`src/rtl/clre_pkg.sv`:
```
// Shared types and constants of the carryless range encoder.
`default_nettype none

package clre_pkg;

	localparam logic [31:0] RANGE_TOP = 32'h0100_0000;
	localparam logic [31:0] RANGE_BOT = 32'h0001_0000;
	localparam logic [2:0]  MAX_BYTES = 3'd4;
	localparam logic [3:0]  DIV_LAST  = 4'd15;

	typedef enum logic [3:0] {
		ST_IDLE,
		ST_DIV,
		ST_MUL_C,
		ST_MUL_F,
		ST_LOAD,
		ST_CHECK,
		ST_LOOK,
		ST_SEND,
		ST_FLUSH
	} enc_state_t;

	typedef struct packed {
		logic        start;
		logic [31:0] dividend;
		logic [15:0] divisor;
	} div_req_t;

	typedef struct packed {
		logic        done;
		logic [31:0] quotient;
	} div_rsp_t;

endpackage

`default_nettype wire

```
`src/rtl/clre_in_if.sv`:
```
// Symbol channel of the encoder: valid, ready and one encode or flush item.
`default_nettype none

interface clre_in_if;
	logic        valid;
	logic        ready;
	logic        mode;
	logic [15:0] cum_count;
	logic [15:0] freq_count;
	logic [15:0] total_count;

	modport source (output valid, mode, cum_count, freq_count, total_count, input ready);
	modport sink   (input valid, mode, cum_count, freq_count, total_count, output ready);
endinterface

`default_nettype wire

```
`src/rtl/clre_out_if.sv`:
```
// Byte channel of the encoder: valid, ready and one stream byte.
`default_nettype none

interface clre_out_if;
	logic       valid;
	logic       ready;
	logic [7:0] out_byte;
	logic       last_byte;

	modport source (output valid, out_byte, last_byte, input ready);
	modport sink   (input valid, out_byte, last_byte, output ready);
endinterface

`default_nettype wire

```
`src/rtl/clre_div.sv`:
```
// Iterative 32-by-16 restoring divider, two quotient bits per cycle.
`default_nettype none

module clre_div (
	input  wire logic              clk,
	input  wire logic              arst_n,
	input  wire clre_pkg::div_req_t req,
	output clre_pkg::div_rsp_t      rsp
);

	logic        busy_q;
	logic        done_q;
	logic [3:0]  cnt_q;
	logic [31:0] dq_q;
	logic [15:0] rem_q;
	logic [15:0] dvs_q;

	logic [16:0] r1, r2, d1, d2;
	logic        ge1, ge2;
	logic [15:0] rem1, rem2;
	logic [31:0] dq1, dq2;

	always_comb begin
		r1   = {rem_q, dq_q[31]};
		ge1  = r1 >= {1'b0, dvs_q};
		d1   = r1 - {1'b0, dvs_q};
		rem1 = ge1 ? d1[15:0] : r1[15:0];
		dq1  = {dq_q[30:0], ge1};
		r2   = {rem1, dq1[31]};
		ge2  = r2 >= {1'b0, dvs_q};
		d2   = r2 - {1'b0, dvs_q};
		rem2 = ge2 ? d2[15:0] : r2[15:0];
		dq2  = {dq1[30:0], ge2};
	end

	always_ff @(posedge clk or negedge arst_n) begin
		if (!arst_n) begin
			busy_q <= 1'b0;
			done_q <= 1'b0;
			cnt_q  <= '0;
		end else begin
			done_q <= 1'b0;
			if (req.start) begin
				busy_q <= 1'b1;
				cnt_q  <= '0;
			end else if (busy_q) begin
				cnt_q <= cnt_q + 4'd1;
				if (cnt_q == clre_pkg::DIV_LAST) begin
					busy_q <= 1'b0;
					done_q <= 1'b1;
				end
			end
		end
	end

	always_ff @(posedge clk) begin
		if (req.start) begin
			dq_q  <= req.dividend;
			rem_q <= '0;
			dvs_q <= req.divisor;
		end else if (busy_q) begin
			dq_q  <= dq2;
			rem_q <= rem2;
		end
	end

	assign rsp.done     = done_q;
	assign rsp.quotient = dq_q;

endmodule

`default_nettype wire

```
`src/rtl/carryless_range_encoder.sv`:
```
// Top level of the carryless range encoder: sequencer, shared multiplier, renormaliser.
// Encode: accept the item, divide in the two-bit-per-cycle divider, multiply twice in the shared
// 32x16 multiplier, then a range check alone or a check, look and send per emitted byte plus stalls.
// An encode item emits up to four bytes; a flush sends four bytes, each through FLUSH and SEND.
// One item at a time: symbol.ready is high only while the sequencer is idle.
// Reset (arst_n, asynchronous) gives low 0 and range all ones, no pending bytes.
`default_nettype none

module carryless_range_encoder (
	input  wire logic   clk,
	input  wire logic   arst_n,
	clre_in_if.sink     symbol,
	clre_out_if.source  stream
);

	clre_pkg::enc_state_t state_q, state_d;
	clre_pkg::div_req_t   div_req;
	clre_pkg::div_rsp_t   div_rsp;

	logic [31:0] low_q;
	logic [31:0] range_q;
	logic [31:0] prod_q;
	logic [15:0] cum_q;
	logic [15:0] frq_q;
	logic [2:0]  cnt_q;
	logic        flush_q;
	logic [7:0]  byte_q;
	logic        last_q;

	logic        in_acc;
	logic        out_acc;
	logic [15:0] mul_b;
	logic [47:0] mul_p;
	logic [31:0] sum;
	logic        agree;
	logic        narrow;
	logic        emit_ok;
	logic [31:0] clamp;
	logic [31:0] rng_use;

	assign symbol.ready     = (state_q == clre_pkg::ST_IDLE);
	assign stream.valid     = (state_q == clre_pkg::ST_SEND);
	assign stream.out_byte  = byte_q;
	assign stream.last_byte = last_q;

	assign in_acc  = symbol.valid && symbol.ready;
	assign out_acc = stream.valid && stream.ready;

	assign div_req.start    = in_acc && !symbol.mode;
	assign div_req.dividend = range_q;
	assign div_req.divisor  = (symbol.total_count == 16'd0) ? 16'd1 : symbol.total_count;

	clre_div u_div (
		.clk    (clk),
		.arst_n (arst_n),
		.req    (div_req),
		.rsp    (div_rsp)
	);

	// shared multiplier: quotient times cum, then quotient times freq
	assign mul_b = (state_q == clre_pkg::ST_MUL_C) ? cum_q : frq_q;
	assign mul_p = range_q * mul_b;

	// renormalisation test on the current interval
	always_comb begin
		sum     = low_q + range_q;
		agree   = (low_q ^ sum) < clre_pkg::RANGE_TOP;
		narrow  = range_q < clre_pkg::RANGE_BOT;
		emit_ok = (cnt_q < clre_pkg::MAX_BYTES) && (agree || narrow);
		clamp   = (32'd0 - low_q) & (clre_pkg::RANGE_BOT - 32'd1);
		rng_use = agree ? range_q : clamp;
	end

	always_ff @(posedge clk or negedge arst_n) begin
		if (!arst_n) begin
			state_q <= clre_pkg::ST_IDLE;
		end else begin
			state_q <= state_d;
		end
	end

	always_comb begin
		state_d = state_q;
		unique case (state_q)
			clre_pkg::ST_IDLE: begin
				if (in_acc) begin
					state_d = symbol.mode ? clre_pkg::ST_FLUSH : clre_pkg::ST_DIV;
				end
			end
			clre_pkg::ST_DIV: begin
				if (div_rsp.done) begin
					state_d = clre_pkg::ST_MUL_C;
				end
			end
			clre_pkg::ST_MUL_C: state_d = clre_pkg::ST_MUL_F;
			clre_pkg::ST_MUL_F: state_d = clre_pkg::ST_LOAD;
			clre_pkg::ST_LOAD:  state_d = clre_pkg::ST_CHECK;
			clre_pkg::ST_CHECK: begin
				state_d = emit_ok ? clre_pkg::ST_LOOK : clre_pkg::ST_IDLE;
			end
			clre_pkg::ST_LOOK:  state_d = clre_pkg::ST_SEND;
			clre_pkg::ST_FLUSH: state_d = clre_pkg::ST_SEND;
			clre_pkg::ST_SEND: begin
				if (out_acc) begin
					if (last_q) begin
						state_d = clre_pkg::ST_IDLE;
					end else begin
						state_d = flush_q ? clre_pkg::ST_FLUSH : clre_pkg::ST_CHECK;
					end
				end
			end
			default: state_d = clre_pkg::ST_IDLE;
		endcase
	end

	// coder state and sequencer bookkeeping
	always_ff @(posedge clk or negedge arst_n) begin
		if (!arst_n) begin
			low_q   <= '0;
			range_q <= '1;
			cnt_q   <= '0;
			flush_q <= 1'b0;
		end else begin
			unique case (state_q)
				clre_pkg::ST_IDLE: begin
					if (in_acc) begin
						cnt_q   <= '0;
						flush_q <= symbol.mode;
					end
				end
				clre_pkg::ST_DIV: begin
					if (div_rsp.done) begin
						range_q <= div_rsp.quotient;
					end
				end
				clre_pkg::ST_MUL_F: low_q   <= low_q + prod_q;
				clre_pkg::ST_LOAD:  range_q <= prod_q;
				clre_pkg::ST_CHECK: begin
					if (emit_ok) begin
						low_q   <= low_q << 8;
						range_q <= rng_use << 8;
						cnt_q   <= cnt_q + 3'd1;
					end
				end
				clre_pkg::ST_FLUSH: begin
					cnt_q <= cnt_q + 3'd1;
					if (cnt_q == clre_pkg::MAX_BYTES - 3'd1) begin
						low_q   <= '0;
						range_q <= '1;
					end else begin
						low_q <= low_q << 8;
					end
				end
				default: begin
				end
			endcase
		end
	end

	// payload registers
	always_ff @(posedge clk) begin
		unique case (state_q)
			clre_pkg::ST_IDLE: begin
				if (in_acc) begin
					cum_q <= symbol.cum_count;
					frq_q <= symbol.freq_count;
				end
			end
			clre_pkg::ST_MUL_C, clre_pkg::ST_MUL_F: prod_q <= mul_p[31:0];
			clre_pkg::ST_CHECK: begin
				if (emit_ok) begin
					byte_q <= low_q[31:24];
				end
			end
			// last byte of an encode item: no further byte would follow
			clre_pkg::ST_LOOK: last_q <= !emit_ok;
			clre_pkg::ST_FLUSH: begin
				byte_q <= low_q[31:24];
				last_q <= (cnt_q == clre_pkg::MAX_BYTES - 3'd1);
			end
			default: begin
			end
		endcase
	end

endmodule

`default_nettype wire

```
`src/flat_wrapper.sv`:
```
// flat-port wrapper written by rule: the top's interface ports become plain ports
module carryless_range_encoder_flat 
  (clk, arst_n, symbol_valid, symbol_mode, symbol_cum_count, symbol_freq_count, symbol_total_count, symbol_ready, stream_valid, stream_out_byte, stream_last_byte, stream_ready);
  clre_in_if symbol_i ();
  clre_out_if stream_i ();
  input  wire logic clk;
  input  wire logic arst_n;
  input wire logic [$bits(symbol_i.valid)-1:0] symbol_valid;
  input wire logic [$bits(symbol_i.mode)-1:0] symbol_mode;
  input wire logic [$bits(symbol_i.cum_count)-1:0] symbol_cum_count;
  input wire logic [$bits(symbol_i.freq_count)-1:0] symbol_freq_count;
  input wire logic [$bits(symbol_i.total_count)-1:0] symbol_total_count;
  output wire logic [$bits(symbol_i.ready)-1:0] symbol_ready;
  output wire logic [$bits(stream_i.valid)-1:0] stream_valid;
  output wire logic [$bits(stream_i.out_byte)-1:0] stream_out_byte;
  output wire logic [$bits(stream_i.last_byte)-1:0] stream_last_byte;
  input wire logic [$bits(stream_i.ready)-1:0] stream_ready;
  assign symbol_i.valid = symbol_valid;
  assign symbol_i.mode = symbol_mode;
  assign symbol_i.cum_count = symbol_cum_count;
  assign symbol_i.freq_count = symbol_freq_count;
  assign symbol_i.total_count = symbol_total_count;
  assign symbol_ready = symbol_i.ready;
  assign stream_valid = stream_i.valid;
  assign stream_out_byte = stream_i.out_byte;
  assign stream_last_byte = stream_i.last_byte;
  assign stream_i.ready = stream_ready;
  carryless_range_encoder u_core (.clk(clk), .arst_n(arst_n), .symbol(symbol_i), .stream(stream_i));
endmodule
```
`config.mk`:
```
export PLATFORM = sky130hd
export DESIGN_NAME = carryless_range_encoder_flat
export DESIGN_NICKNAME = d
export VERILOG_FILES = /design/src/rtl/clre_pkg.sv /design/src/rtl/clre_in_if.sv /design/src/rtl/clre_out_if.sv /design/src/rtl/clre_div.sv /design/src/rtl/carryless_range_encoder.sv /design/src/flat_wrapper.sv
export SDC_FILE = /design/constraint.sdc
export NUM_CORES = 1
export LEC_CHECK = 0
export ABC_AREA = 1
export BUFFER_PORTS_ARGS = -buffer_cell sky130_fd_sc_hd__buf_2
export CORE_UTILIZATION = 25
export CTS_BUF_LIST = sky130_fd_sc_hd__clkbuf_16
export DETAILED_ROUTE_END_ITERATION = 7
export PLACE_DENSITY = 0.43
export RECOVER_POWER = 100
export SLEW_MARGIN = 10
export SYNTH_ARGS = -nofsm -noshare
export SYNTH_HDL_FRONTEND = slang
export SYNTH_SLANG_ARGS = --single-unit
```
`constraint.sdc`:
```
create_clock -name clk -period 8 [get_ports clk]
set_clock_uncertainty 0.2 [all_clocks]
set_input_delay 0.8 -clock clk [delete_from_list [all_inputs] [get_ports clk]]
set_output_delay 0.8 -clock clk [all_outputs]
set_load 0.01 [all_outputs]
```
==> flow_metrics.env <==
export IMPL_status="finished with violations"
export IMPL_violations="DRC, capacitance limit, slew limit"
export IMPL_drtIter0Drc=1394
export IMPL_tritoncts="built"
export IMPL_die_height_um=328
export IMPL_synth_top_area_share_pct=23.1
export IMPL_firstDrtPassIters=7
export IMPL_clock_sinks=215
export IMPL_crit_path_end_kind="register"
export IMPL_root_buffer="clkbuf_16"
export IMPL_grt_pass1_vias=23200
export IMPL_synth_ff_type="edfxtp_1"
export IMPL_slew_violations=210
export IMPL_synth_warnings=0
export IMPL_fp_row_count=119
export IMPL_mostFrequentLayoutCell="nand2_1"
export IMPL_period_needed_ns=7.51
export IMPL_fin_setup_tns_ns=0
export IMPL_start_kind="register"
export IMPL_htreeDepth=1
export IMPL_worst_path_buf_inv=7
export IMPL_post_dp_cell_area_mm2=0.0286
export IMPL_gp_congestion=0.883
export IMPL_start_util_pct=25.2
export IMPL_finalHoldViolCount=0
export IMPL_crit_type="reg2reg"
export IMPL_synthCells=3526
export IMPL_drive_gt1_share_pct=5.97
export IMPL_worst_path_max_delay_cell="fa_1"
export IMPL_synth_nets=4048
export IMPL_dieArea_mm2=0.108
export IMPL_grt_pass1_wl_um=143000
export IMPL_hpwl_um=74700
export IMPL_drcViolationCount=6
export IMPL_ys_seq_elements=215
export IMPL_cpLargestDelayFamily="adder cells"
export IMPL_async_reset_ff_share_pct=36.3
export IMPL_diodes=0
export IMPL_synth_edff_count=121
export IMPL_clockBufferDepth=3
export IMPL_design_area_mm2=0.0294
export IMPL_yosysTopAreaCell="fa_1"
export IMPL_setup_violations_final=0
export IMPL_fmaxAchievable_mhz=133
export IMPL_vias=22500
export IMPL_antenna_found_initial=0
export IMPL_synth_area_mm2=0.0266
export IMPL_yosys_top_cells_area="fa_1 (23%), nand2_1 (15%), edfxtp_1 (14%)"
export IMPL_rsz0062_at_grt="false"
export IMPL_hold_path_class="in2reg"
export IMPL_coreArea_mm2=0.105
export IMPL_cpMostUsedCell="fa_1"
export IMPL_path_max_fanout=32
export IMPL_period_share_pct=93.8
export IMPL_cts_buffers=30
export IMPL_ios=64
export IMPL_nFillCells=11700
export IMPL_area_growth_pct=10.4
export IMPL_ys_seq_area_share_pct=22.3
export IMPL_die_w_um=328
export IMPL_io_buffers=63
export IMPL_grt_max_degree=52
export IMPL_slowest_delay_ns=0.56
export IMPL_final_antenna_net_count=0
export IMPL_grt_usage_pct=17.4
export IMPL_routed_wl_um=92700
export IMPL_grt_ovfl_total=0
export IMPL_arrival_ns=7.66
export IMPL_nets=4082
export IMPL_final_cell_mix="nand2_1 (1037), inv_1 (686), fa_1 (307)"
export IMPL_avgRoutedWirePerCell_um=18.6
export IMPL_relSlewSlack_pct=-113
export IMPL_cap_violations=6
export IMPL_crit_required_ns=8.15
export IMPL_clock_latency_ns=0.61
export IMPL_ys_types=62
export IMPL_tightest_slew_ns=3.20
export IMPL_clkTransAtPathRegs_ns=0.06
export IMPL_viasPerCell=4.53
export IMPL_synth_area_per_cell_um2=7.55
==> layout make-up <==
type	instances	area (µm²)	area share, %
inverter	693	2610	8.90
timing repair buffer	118	686	2.33
clock inverter	24	125	0.426
tap	1391	1740	5.92
clock buffer	31	776	2.64
multi-input combinational	2502	17500	59.5
sequential	215	5950	20.2
==> cell families after synthesis <==
| logic type | synth area share, % |
|---|---|
| flops | 22.3 |
| fa+ha+maj | 30.7 |
| simple gates | 23.7 |
| xor+xnor | 2.96 |
| buf+inv | 11.7 |
| compound gates | 8.60 |
==> path summary, 6_finish.rpt <==
path / start / end / slack, ns / depth (start not counted)
worst max-delay path: u_core.state_q[1]$_DFFE_PN0P_ / u_core.prod_q[31]$_DFFE_PP_ / 0.49 / 26
worst min-delay path: symbol_freq_count[11] / u_core.frq_q[11]$_DFFE_PP_ / 0.17 / 1
worst max register to register: u_core.state_q[1]$_DFFE_PN0P_ / u_core.prod_q[31]$_DFFE_PP_ / 0.49 / 26
worst min register to register: u_core.u_div.rem_q[14]$_SDFFE_PP0P_ / u_core.u_div.rem_q[14]$_SDFFE_PP0P_ / 0.28 / 2
max in group asynchronous: arst_n / u_core.low_q[23]$_DFFE_PN0P_ / 2.86 / 3
min in group asynchronous: arst_n / u_core.low_q[7]$_DFFE_PN0P_ / 0.97 / 2
==> sequential cells by signal, summed over array words and instances (netlist names) <==
| name | flops |
|---|---|
| u_core.low_q | 32 |
| u_core.prod_q | 32 |
| u_core.range_q | 32 |
| u_core.u_div.dq_q | 32 |
| u_core.cum_q | 16 |
| u_core.frq_q | 16 |
| u_core.u_div.dvs_q | 16 |
| u_core.u_div.rem_q | 16 |
| u_core.stream.out_byte | 8 |
| u_core.state_q | 4 |
| u_core.u_div.cnt_q | 4 |
| u_core.cnt_q | 3 |
| u_core.flush_q | 1 |
| u_core.stream.last_byte | 1 |
| u_core.u_div.busy_q | 1 |
| u_core.u_div.done_q | 1 |
==> per-stage QoR <==
step	setup WS, ns	util [%]	std cells	hold slack, ns
6_report	0.495	27.9	4974	0.174
3_3_place_gp	0.498	27.1	4916	0.264
2_1_floorplan	1.22	-	3526	0.229
4_1_cts	0.432	28.0	4972	0.133
5_1_grt	0.00432	27.9	4974	0.144
3_5_place_dp	0.470	27.1	4916	0.265
==> cells in the mapped netlist (16+ instances only) <==
library cell,count
o21ai_0,152
a21oi_1,125
ha_1,162
nand3_1,109
a21o_1,16
nand2_1,1033
nor2_1,280
dfrtp_1,46
xor2_1,59
o21ai_1,16
dfxtp_1,16
nor3_1,20
xnor2_1,31
nor4_1,17
nand3b_1,21
edfxtp_1,121
inv_1,677
fa_1,307
clkbuf_1,92
dfstp_2,32
==> layer usage <==
| metal | part of all wire, % | global-route usage, % | vias to the layer above |
|---|---|---|---|
| li1 | - | - | 10900 |
| met1 | 49 | 24.9 | 11100 |
| met2 | 46 | 28.7 | 450 |
| met3 | 4.1 | 1.61 | 75 |
| met4 | 1.6 | 3.28 | 0 |
| met5 | 0 | 0 | - |
==> timing repair <==
item                                    CTS  global route
setup buffers                             0             2
hold endpoints to repair                 17             0
endpoints found under the setup margin    0             3
hold buffers                              1             0
gates resized for setup                   0             3
Power is left out: the tool's default activity adds up to more than one toggle a clock period on the data nets, which glitch-free logic cannot reach.
